`config.mk`:
```
export PLATFORM = sky130hd
export DESIGN_NAME = debounced_pump_fill_controller_unit
export DESIGN_NICKNAME = d
export VERILOG_FILES = /design/src/rtl/dpfc_pkg.sv /design/src/rtl/dpfc_lane.sv /design/src/rtl/dpfc_mode.sv /design/src/rtl/debounced_pump_fill_controller_unit.sv
export SDC_FILE = /design/constraint.sdc
export NUM_CORES = 1
export LEC_CHECK = 0
export BUFFER_PORTS_ARGS = -buffer_cell sky130_fd_sc_hd__buf_4
export CAP_MARGIN = 10
export CORE_MARGIN = 10
export CORE_UTILIZATION = 65
export CTS_CLUSTER_DIAMETER = 60
export CTS_CLUSTER_SIZE = 40
export DETAILED_ROUTE_END_ITERATION = 6
export GPL_ROUTABILITY_DRIVEN = 0
export PLACE_DENSITY = 0.9
export SYNTH_ARGS = -nofsm -noshare
export SYNTH_HDL_FRONTEND = slang
export SYNTH_SLANG_ARGS = --single-unit
```
`constraint.sdc`:
```
create_clock -name clk_i -period 11.97 [get_ports clk_i]
set_clock_uncertainty 0.15 [all_clocks]
set_input_delay 1.7955 -clock clk_i [delete_from_list [all_inputs] [get_ports clk_i]]
set_output_delay 1.7955 -clock clk_i [all_outputs]
set_load 0.02 [all_outputs]
```
`src/rtl/dpfc_pkg.sv`:
```
package dpfc_pkg;

  // Counter and register widths
  localparam int unsigned CountWidth = 16;
  localparam int unsigned CfgWidth   = 16;
  localparam int unsigned IdxWidth   = 2;
  localparam int unsigned Lanes      = 5;

  localparam logic [CountWidth-1:0] CountMax = {CountWidth{1'b1}};

  // Reset values of the configuration registers
  localparam logic [CfgWidth-1:0] DebounceReset  = CfgWidth'(50);
  localparam logic [CfgWidth-1:0] PumpDelayReset = CfgWidth'(3000);

  // Configuration register indexes
  localparam logic [IdxWidth-1:0] CFG_DEBOUNCE   = IdxWidth'(0);
  localparam logic [IdxWidth-1:0] CFG_PUMP_DELAY = IdxWidth'(1);

  // Lane order
  localparam int unsigned LANE_START = 0;
  localparam int unsigned LANE_STOP  = 1;
  localparam int unsigned LANE_EMERG = 2;
  localparam int unsigned LANE_LOW   = 3;
  localparam int unsigned LANE_HIGH  = 4;

  // Mode codes as seen on the output
  localparam logic [2:0] CODE_IDLE  = 3'd0;
  localparam logic [2:0] CODE_RUN   = 3'd1;
  localparam logic [2:0] CODE_DELAY = 3'd2;
  localparam logic [2:0] CODE_FILL  = 3'd3;
  localparam logic [2:0] CODE_FULL  = 3'd4;
  localparam logic [2:0] CODE_EMERG = 3'd5;

  // Controller states, one-hot
  typedef enum logic [5:0] {
    MODE_IDLE  = 6'b000001,
    MODE_RUN   = 6'b000010,
    MODE_DELAY = 6'b000100,
    MODE_FILL  = 6'b001000,
    MODE_FULL  = 6'b010000,
    MODE_EMERG = 6'b100000
  } mode_e;

  typedef struct packed {
    logic start_level;
    logic stop_level;
    logic emergency_level;
    logic low_level;
    logic high_level;
  } in_item_t;

  typedef struct packed {
    logic [2:0] mode;
    logic       delay_lamp;
    logic       pump_on;
    logic       full_lamp;
    logic       alarm;
  } out_item_t;

  // What the debounce lanes hand to the mode controller
  typedef struct packed {
    logic [Lanes-1:0] press;
    logic [Lanes-1:0] stable;
  } lanes_t;

  function automatic logic [CountWidth-1:0] sat_inc(input logic [CountWidth-1:0] v);
    sat_inc = (v == CountMax) ? v : v + CountWidth'(1);
  endfunction

endpackage

```
`src/rtl/dpfc_lane.sv`:
```
module dpfc_lane import dpfc_pkg::*; (
  input  logic                clk_i,
  input  logic                rst_ni,
  input  logic                en_i,
  input  logic                raw_i,
  input  logic [CfgWidth-1:0] debounce_i,
  output logic                press_o,
  output logic                stable_o
);

  logic                  last_q, last_d;
  logic                  stable_q, stable_d;
  logic [CountWidth-1:0] quiet_q, quiet_d;

  // Quiet counter restarts on a raw change, otherwise saturates upwards
  always_comb begin
    last_d   = raw_i;
    quiet_d  = (raw_i != last_q) ? '0 : sat_inc(quiet_q);
    stable_d = stable_q;
    press_o  = 1'b0;
    if ((quiet_d >= debounce_i) && (raw_i != stable_q)) begin
      stable_d = raw_i;
      press_o  = ~raw_i;
    end
  end

  // Stable level of this tick, as the controller sees it
  assign stable_o = stable_d;

  always_ff @(posedge clk_i or negedge rst_ni) begin
    if (!rst_ni) begin
      last_q   <= 1'b1;
      stable_q <= 1'b1;
      quiet_q  <= '0;
    end else if (en_i) begin
      last_q   <= last_d;
      stable_q <= stable_d;
      quiet_q  <= quiet_d;
    end
  end

endmodule

```
`src/rtl/dpfc_mode.sv`:
```
module dpfc_mode import dpfc_pkg::*; (
  input  logic                clk_i,
  input  logic                rst_ni,
  input  logic                en_i,
  input  lanes_t              lanes_i,
  input  logic [CfgWidth-1:0] pump_delay_i,
  output out_item_t           result_o
);

  mode_e                 mode_q, mode_d;
  logic [CountWidth-1:0] delay_q, delay_d;

  // Next mode: emergency first, then stop, start, sensors and the delay timer
  always_comb begin
    mode_d  = mode_q;
    delay_d = delay_q;

    if (lanes_i.press[LANE_EMERG]) begin
      mode_d = (mode_q != MODE_EMERG) ? MODE_EMERG : MODE_IDLE;
    end

    if (mode_d != MODE_EMERG) begin
      if (lanes_i.press[LANE_STOP]) begin
        mode_d = MODE_IDLE;
      end
      if (lanes_i.press[LANE_START] && (mode_d == MODE_IDLE || mode_d == MODE_FULL)) begin
        mode_d = MODE_RUN;
      end

      if (!lanes_i.stable[LANE_HIGH] &&
          (mode_d == MODE_RUN || mode_d == MODE_DELAY || mode_d == MODE_FILL)) begin
        mode_d = MODE_FULL;
      end else if (!lanes_i.stable[LANE_LOW] && (mode_d == MODE_RUN || mode_d == MODE_FULL)) begin
        mode_d  = MODE_DELAY;
        delay_d = '0;
      end

      if (mode_d == MODE_DELAY) begin
        if (delay_d >= pump_delay_i) begin
          mode_d = MODE_FILL;
        end else begin
          delay_d = sat_inc(delay_d);
        end
      end
    end
  end

  // Output code and lamps follow the new mode
  always_comb begin
    result_o = '0;
    unique case (mode_d)
      MODE_IDLE:  result_o.mode = CODE_IDLE;
      MODE_RUN:   result_o.mode = CODE_RUN;
      MODE_DELAY: result_o.mode = CODE_DELAY;
      MODE_FILL:  result_o.mode = CODE_FILL;
      MODE_FULL:  result_o.mode = CODE_FULL;
      MODE_EMERG: result_o.mode = CODE_EMERG;
      default:    result_o.mode = CODE_IDLE;
    endcase
    result_o.delay_lamp = (mode_d == MODE_DELAY);
    result_o.pump_on    = (mode_d == MODE_FILL);
    result_o.full_lamp  = (mode_d == MODE_FULL);
    result_o.alarm      = (mode_d == MODE_EMERG);
  end

  always_ff @(posedge clk_i or negedge rst_ni) begin
    if (!rst_ni) begin
      mode_q  <= MODE_IDLE;
      delay_q <= '0;
    end else if (en_i) begin
      mode_q  <= mode_d;
      delay_q <= delay_d;
    end
  end

endmodule

```
`src/rtl/debounced_pump_fill_controller_unit.sv`:
```
// Pump fill controller with five debounced active-low inputs. One tick item
// is accepted per clock cycle; its result (mode and lamps) appears in the
// output register on the next cycle. The five debounce lanes and the mode
// controller compute the result combinationally, so the only thing that holds
// input back is a result still waiting in the output register while the
// receiver keeps out_ready_i low. Write configuration only while idle.
module debounced_pump_fill_controller_unit import dpfc_pkg::*; (
  input  logic                clk_i,
  input  logic                rst_ni,
  input  logic                in_valid_i,
  output logic                in_ready_o,
  input  in_item_t            in_data_i,
  output logic                out_valid_o,
  input  logic                out_ready_i,
  output out_item_t           out_data_o,
  input  logic                cfg_valid_i,
  output logic                cfg_ready_o,
  input  logic [IdxWidth-1:0] cfg_index_i,
  input  logic [CfgWidth-1:0] cfg_data_i
);

  logic                in_fire;
  logic [Lanes-1:0]    raw;
  lanes_t              lanes;
  out_item_t           result;
  logic [CfgWidth-1:0] debounce_q, pump_delay_q;
  logic                out_valid_q;
  out_item_t           out_data_q;

  assign in_ready_o  = !out_valid_q || out_ready_i;
  assign in_fire     = in_valid_i && in_ready_o;
  assign cfg_ready_o = 1'b1;

  // Configuration registers
  always_ff @(posedge clk_i or negedge rst_ni) begin
    if (!rst_ni) begin
      debounce_q   <= DebounceReset;
      pump_delay_q <= PumpDelayReset;
    end else if (cfg_valid_i) begin
      unique case (cfg_index_i)
        CFG_DEBOUNCE:   debounce_q   <= cfg_data_i;
        CFG_PUMP_DELAY: pump_delay_q <= cfg_data_i;
        default: ;
      endcase
    end
  end

  // Raw levels in lane order
  always_comb begin
    raw             = '1;
    raw[LANE_START] = in_data_i.start_level;
    raw[LANE_STOP]  = in_data_i.stop_level;
    raw[LANE_EMERG] = in_data_i.emergency_level;
    raw[LANE_LOW]   = in_data_i.low_level;
    raw[LANE_HIGH]  = in_data_i.high_level;
  end

  // Debounce lanes
  for (genvar g = 0; g < Lanes; g++) begin : g_lane
    dpfc_lane u_lane (
      .clk_i      (clk_i),
      .rst_ni     (rst_ni),
      .en_i       (in_fire),
      .raw_i      (raw[g]),
      .debounce_i (debounce_q),
      .press_o    (lanes.press[g]),
      .stable_o   (lanes.stable[g])
    );
  end

  // Mode controller merges the lane events
  dpfc_mode u_mode (
    .clk_i        (clk_i),
    .rst_ni       (rst_ni),
    .en_i         (in_fire),
    .lanes_i      (lanes),
    .pump_delay_i (pump_delay_q),
    .result_o     (result)
  );

  // Output register
  always_ff @(posedge clk_i or negedge rst_ni) begin
    if (!rst_ni) begin
      out_valid_q <= 1'b0;
    end else if (in_ready_o) begin
      out_valid_q <= in_valid_i;
    end
  end

  always_ff @(posedge clk_i) begin
    if (in_fire) begin
      out_data_q <= result;
    end
  end

  assign out_valid_o = out_valid_q;
  assign out_data_o  = out_data_q;

  // Checks
  a_accept_gives_result: assert property (@(posedge clk_i) disable iff (!rst_ni)
    in_fire |=> out_valid_o) else $error("accepted tick gave no result");

  a_one_lamp: assert property (@(posedge clk_i) disable iff (!rst_ni)
    out_valid_o |-> $onehot0({out_data_o.delay_lamp, out_data_o.pump_on,
                              out_data_o.full_lamp, out_data_o.alarm}))
    else $error("more than one lamp lit");

  a_alarm_code: assert property (@(posedge clk_i) disable iff (!rst_ni)
    out_valid_o |-> (out_data_o.alarm == (out_data_o.mode == CODE_EMERG)))
    else $error("alarm disagrees with mode");

  a_held_result: assert property (@(posedge clk_i) disable iff (!rst_ni)
    (out_valid_o && !out_ready_i) |=> (out_valid_o && $stable(out_data_o)))
    else $error("stalled result changed");

endmodule

```
After elaboration in Yosys (flattened, before gate mapping)
Cells that the tools add are included.
{"block": "totals", "n_memories": 0, "ff_bits": 152, "word_cells": 129, "mem_bits_ro": 0, "ram_bits": 0, "latch_bits": 0, "in_bits": 28}
{"block": "op_classes", "shifts": 0, "mul": 0, "n_div": 0, "addsub": 6, "n_mux": 34, "n_reduce_logical": 24, "order_cmp": 6, "eq_ne": 31, "bitwise_logic": 3}
{"operator": "16-bit two-way mux", "n": 16}
{"operator": "16-bit by 1-bit adder with 16-bit output (second input constant)", "n": 6}
{"operator": "16-bit equality test (second input constant)", "n": 6}
{"operator": "16-bit greater-or-equal comparator", "n": 6}
{"operator": "6-bit two-way mux", "n": 12}
{"operator": "6-bit by 3-bit equality test with 1-bit output (second input constant)", "n": 3}
{"operator": "6-bit by 5-bit equality test with 1-bit output (second input constant)", "n": 3}
{"operator": "3-bit one-hot mux with 5 select lines", "n": 1}
{"operator": "6-bit by 2-bit equality test with 1-bit output (second input constant)", "n": 2}
{"operator": "6-bit by 4-bit equality test with 1-bit output (second input constant)", "n": 2}
{"operator": "6-bit != test (second input constant)", "n": 2}
{"operator": "2-bit AND reduction", "n": 6}
{"operator": "1-bit != test", "n": 10}
{"operator": "1-bit logical AND", "n": 9}
{"operator": "6-bit by 1-bit equality test with 1-bit output (second input constant)", "n": 1}
{"operator": "6-bit equality test (second input constant)", "n": 1}
{"operator": "1-bit logical OR", "n": 5}
{"operator": "1-bit two-way mux", "n": 5}
{"operator": "1-bit zero test", "n": 3}
{"operator": "1-bit NOT", "n": 3}
{"operator": "2-bit by 1-bit equality test with 1-bit output (second input constant)", "n": 1}
{"operator": "2-bit zero test", "n": 1}

Depth between registers and ports, before layout
{"block": "depth", "word_depth": 26, "mapped_depth": 34, "ltp_nobuf": 31}

By module
A second synthesis with hierarchy kept.
{"block": "unflattened", "cells_unflattened": 1376, "area_unflattened_um2": 12145.4}
{"module": "dpfc_lane", "cells_each": 206, "area_per_inst_um2": 1680.4, "n_inst": 5, "seq_area_each_um2": 452.9}
{"module": "dpfc_mode", "cells_each": 265, "area_per_inst_um2": 2253.4, "n_inst": 1, "seq_area_each_um2": 551.8}
{"module": "debounced_pump_fill_controller_unit", "cells_each": 81, "area_per_inst_um2": 1490.2, "n_inst": 1, "seq_area_each_um2": 1048.5}

Least setup slack after synthesis
No wires, ideal clock.
{"block": "synth_path", "path_kind": "input port to flip-flop", "start": "in in_data_i[2] (netlist bit)", "end": "reg u_mode.delay_q[9]", "arrival_time_ps": 7246, "n_path_buf": 3, "required_time_ps": 11694, "setup_ps": 126, "path_slack_ps": 4448, "path_stages": 27, "cell_sequence": "xor2_1 > clkbuf_1 > nor2_1 > ha_1 > and4_1 > nand2_1 > or4_4 > a311oi_4 > a2bb2oi_1 > a21boi_2 > o21a_2 > nand2_1 > buf_2 > and2_1 > inv_1 > ha_1 > nor2b_1 > o21ai_0 > nand3_1 > a21oi_1 > a2111o_1 > a21oi_1 > nand4_1 > a211oi_2 > buf_4 > nand3_1 > o311a_1"}
{"block": "synth_via", "elab_chain_len": 23}
{"item": "from (decl)", "line": "debounced_pump_fill_controller_unit.sv:12", "text": "input in_item_t in_data_i,"}
{"item": "1-bit != test (*)", "line": "dpfc_lane.sv:18", "text": "quiet_d = (raw_i != last_q) ? '0 : sat_inc(quiet_q);"}
{"item": "16-bit two-way mux (*)", "line": "dpfc_lane.sv:18"}
{"item": "net g_lane[2].u_lane.quiet_d[9]", "line": "dpfc_lane.sv:13", "text": "logic [CountWidth-1:0] quiet_q, quiet_d;"}
{"item": "16-bit greater-or-equal comparator (*)", "line": "dpfc_lane.sv:21", "text": "if ((quiet_d >= debounce_i) && (raw_i != stable_q)) begin"}
{"item": "1-bit logical AND (*)", "line": "dpfc_lane.sv:21"}
{"item": "1-bit two-way mux (*)", "line": "dpfc_lane.sv:21"}
{"item": "6-bit two-way mux (*)", "line": "dpfc_mode.sv:18", "text": "if (lanes_i.press[LANE_EMERG]) begin"}
{"item": "6-bit two-way mux", "line": "dpfc_mode.sv:23", "text": "if (lanes_i.press[LANE_STOP]) begin"}
{"item": "[8 not listed]"}
{"item": "1-bit logical AND / 1-bit logical OR (equally long branches)", "line": "dpfc_mode.sv:33, dpfc_mode.sv:31"}
{"item": "16-bit two-way mux / 1-bit logical AND (equally long branches)", "line": "dpfc_mode.sv:33, dpfc_mode.sv:30"}
{"item": "16-bit two-way mux", "line": "dpfc_mode.sv:30", "text": "if (!lanes_i.stable[LANE_HIGH] &&"}
{"item": "16-bit two-way mux", "line": "dpfc_mode.sv:22", "text": "if (mode_d != MODE_EMERG) begin"}
{"item": "16-bit by 1-bit adder with 16-bit output / 16-bit equality test (equally long branches)", "line": "dpfc_pkg.sv:67", "text": "sat_inc = (v == CountMax) ? v : v + CountWidth'(1);"}
{"item": "16-bit two-way mux", "line": "dpfc_pkg.sv:67"}
{"item": "16-bit two-way mux", "line": "dpfc_mode.sv:39", "text": "if (delay_d >= pump_delay_i) begin"}
{"item": "16-bit two-way mux", "line": "dpfc_mode.sv:38", "text": "if (mode_d == MODE_DELAY) begin"}
{"item": "to (signal assigned)", "line": "dpfc_mode.sv:72", "text": "delay_q <= delay_d;"}
{"item": "to (decl)", "line": "dpfc_mode.sv:11", "text": "logic [CountWidth-1:0] delay_q, delay_d;"}
The timed path passes the listed nets; every way through them passes the cells marked *. The select of a mux whose other input is x is not followed.
A chain may end at the register's enable or synchronous reset.

Worst setup path in the final report
{"block": "layout_path", "start": "reg g_lane[2].u_lane.quiet_q[4]", "end": "reg u_mode.delay_q[10]"}
{"block": "layout_via", "elab_chain_len": 24}
{"item": "from (decl)", "line": "dpfc_lane.sv:13"}
{"item": "from (signal assigned)", "line": "dpfc_lane.sv:38", "text": "quiet_q <= quiet_d;"}
{"item": "16-bit by 1-bit adder with 16-bit output / 16-bit equality test (equally long branches)", "line": "dpfc_pkg.sv:67"}
{"item": "16-bit two-way mux (*)", "line": "dpfc_pkg.sv:67"}
{"item": "16-bit two-way mux (*)", "line": "dpfc_lane.sv:18"}
{"item": "net g_lane[2].u_lane.quiet_d[9]", "line": "dpfc_lane.sv:13"}
{"item": "16-bit greater-or-equal comparator (*)", "line": "dpfc_lane.sv:21"}
{"item": "1-bit logical AND (*)", "line": "dpfc_lane.sv:21"}
{"item": "1-bit two-way mux (*)", "line": "dpfc_lane.sv:21"}
{"item": "6-bit two-way mux (*)", "line": "dpfc_mode.sv:18"}
{"item": "[9 not listed]"}
{"item": "1-bit logical AND / 1-bit logical OR (equally long branches)", "line": "dpfc_mode.sv:33, dpfc_mode.sv:31"}
{"item": "16-bit two-way mux / 1-bit logical AND (equally long branches)", "line": "dpfc_mode.sv:33, dpfc_mode.sv:30"}
{"item": "16-bit two-way mux", "line": "dpfc_mode.sv:30"}
{"item": "16-bit two-way mux", "line": "dpfc_mode.sv:22"}
{"item": "16-bit by 1-bit adder with 16-bit output / 16-bit equality test (equally long branches)", "line": "dpfc_pkg.sv:67"}
{"item": "16-bit two-way mux", "line": "dpfc_pkg.sv:67"}
{"item": "16-bit two-way mux", "line": "dpfc_mode.sv:39"}
{"item": "16-bit two-way mux", "line": "dpfc_mode.sv:38"}
Marks and branches as above.

==> impl_metrics.ini <==
[placement]
port-buffer-count = 36
dpl.hpwl_mm = 18.4
dp.cells = 1470

[clock_tree]
clk_pin_slew_ps = 70
cts_tree = done
postCtsSetupRepairBufs = 0
clockRootBuffer = clkbuf_16
cts.htree.levels = 4
cts_hold_buf = 0
insertion_delay_ps = 440
cts_buffers = 17
clkSinkCount = 152
cts_buffer_depth = 2
cts_resized = 0

[timing]
max_freq_mhz = 113
slew_violations = 0
worstMarginPinSlew_ps = 1170
min_period_ps = 8820
fin_crit_sh = 0.737
slew_headroom = 0.218
rsz0062_at_grt = no
hold_violations = 0
finalSetupViolCount = 0
setup_tns_ps = 0

[global_routing]
grt_overflow = 0
grt_first_pass_wirelength_mm = 44.6
grt_max_degree = 79
grt_usage = 0.245
grt_pass1_vias = 9232
antenna_found_initial = 0

[die]
die_w_microns = 148
initial_core_util = 0.668
rows = 46
fp.dieArea_sq_um = 22000
fp.dieH_microns = 148
core-area_sq_um = 16000
io_pins = 38

[power_and_ir_drop]
ir_drop_mv = 0.117
internal-power_mw = 0.986
swShare = 0.316
powerDensity_nw_per_um2 = 123
p_leak_nw = 5.53
power_frac_clock = 0.394
comb_power_share = 0.193
p_switching_mw = 0.455
pwr-share-seq = 0.413

[synth]
synth_edf_count = 7
ys_ff_latch = 152
netlist_instances = 1256
netlist_area_sq_um = 10700
yosys.area.top_type = dfrtp_1
synth_cell_type_count = 73
syn-num-nets = 1386
yosys_warnings = 0
synth-async-reset-ratio = 0.954
ys_seq_area_frac = 0.361
yosys-top-cells-area = dfrtp_1, ha_1, nand2_1, dfstp_2, xor2_1
syn_area_per_cell_sq_um = 8.51
yosysTopAreaCellShare = 0.290
ys.flop_type = dfrtp_1

[critical_path]
path_class = reg2reg
startpoint_type = register
cpPeakStageDelay_ps = 630
r2r_slack_ps = 3150
cp_data_required_time_ps = 12140
arrival_ps = 8990
critPathMaxFanout = 21
critPathSlowestCell = nor4_1
worstSetupEndpointType = register
critPathMostFrequentCell = nand4_1

[layout]
drive_gt1_frac = 0.112
final_nets = 1404
diodes = 0
fillCellCount = 1176
utilization = 0.735
final_common_cell = nand2_1
ff_latch_area_sq_um = 3860
final_cell_mix = nand2_1, dfrtp_1, ha_1
syn_to_final_growth_pct = 9.90
multiInputGateArea_sq_um = 6500
final_cells = 1503

[drt]
dr.pass1.iters = 6
drtIter0Drc = 737
routedWlPerCell_microns = 17.8
ant_nets = 0
routed_wl_mm = 26.8
drc = 0
vias = 9439
vias_per_cell = 6.28

[status]
status = finished, final reports clean

[hold_path]
hold_class = reg2reg

[flow_run]
cap_violations = 0
[worst max-delay path: cells and delay by family, from the launching register on]
kind            cells  cell delay [ps]
flops               1              480
buf+inv             1              240
fa+ha+maj           2              580
xor+xnor            2              340
simple gates       17             4580
compound gates      8             2360
[kinds of logic (layout without fill, tap and decap cells)]
group           after synthesis  after routing  synth area share
fa+ha+maj                   102            102             0.119
other cells                   1              1          0.000351
compound gates              225            225             0.138
simple gates                575            575             0.250
buf+inv                      89            120            0.0323
flops                       152            152             0.361
mux                          32             32            0.0326
xor+xnor                     80             80            0.0655
[layout make-up]
class | count | share of cell area
multi-input combinational | 1015 | 0.553
timing repair buffer | 45 | 0.0294
inverter | 43 | 0.0137
tap | 216 | 0.0230
clock inverter | 14 | 0.0149
clock buffer | 18 | 0.0374
sequential | 152 | 0.329
[state kept, by name, summed over array words and instances, names as in the netlist]
name                    cells
out_data_o                  7
g_lane.u_lane.quiet_q      80
out_valid_o                 1
pump_delay_q               16
u_mode.mode_q               6
g_lane.u_lane.last_q        5
u_mode.delay_q             16
g_lane.u_lane.stable_q      5
debounce_q                 16
[metrics by stage]
step                cell area (sq um)  hold WS [ps]  power (mW)  setup slack [ps]
floorplan                       10700           296       0.778              4450
global placement                11100           306       0.855              3270
detailed placement              11100           313       0.872              3040
CTS                             11700           323        1.44              2850
global route                    11800           334        1.51              2630
finish                          11800           321        1.44              3150
[worst paths after layout]
kind,startpoint,cells past startpoint,endpoint
setup / recovery,g_lane[2].u_lane.quiet_q[4]$_DFFE_PN0P_,30,u_mode.delay_q[10]$_DFFE_PN0P_
hold / removal,g_lane[0].u_lane.last_q$_DFFE_PN1P_,2,g_lane[0].u_lane.last_q$_DFFE_PN1P_
setup reg to reg,g_lane[2].u_lane.quiet_q[4]$_DFFE_PN0P_,30,u_mode.delay_q[10]$_DFFE_PN0P_
hold reg to reg,g_lane[0].u_lane.last_q$_DFFE_PN1P_,2,g_lane[0].u_lane.last_q$_DFFE_PN1P_
max in group asynchronous,rst_ni,2,g_lane[3].u_lane.quiet_q[6]$_DFFE_PN0P_
min in group asynchronous,rst_ni,1,g_lane[4].u_lane.quiet_q[13]$_DFFE_PN0P_
[Yosys cell counts (12+ instances only)]
cell and n:
nor3_1 25, a31oi_1 14, dfrtp_1 124, and2_1 23, nor2_1 98, ha_1 102
o21ai_0 67, nand3_1 36, o31ai_1 18, mux2_2 23, xnor2_1 32, a22o_1 13
dfstp_2 21, clkbuf_1 35, nand2_1 267, xor2_1 48, a21o_1 12, a21oi_1 53
inv_1 43, nand2b_1 13, and3_1 25, nand4_1 41
[per-layer routing]
metal | GRT usage | vias up | part of all wire
met4 | 0.124 | 0 | 0.043
li1 | - | 4459 | -
met3 | 0.0510 | 103 | 0.071
met2 | 0.400 | 387 | 0.47
met5 | 0 | - | 0
met1 | 0.301 | 4490 | 0.42
[power by group through the flow]
stage          logic (mW)  registers, mW  clock network [mW]
2_1_floorplan       0.182          0.596                   0
3_3_place_gp        0.254          0.601                   0
3_5_place_dp        0.269          0.603                   0
4_1_cts             0.274          0.595               0.573
5_1_grt             0.310          0.600               0.595
6_report            0.278          0.596               0.567
No activity file was read; power rests on OpenSTA's default activity.
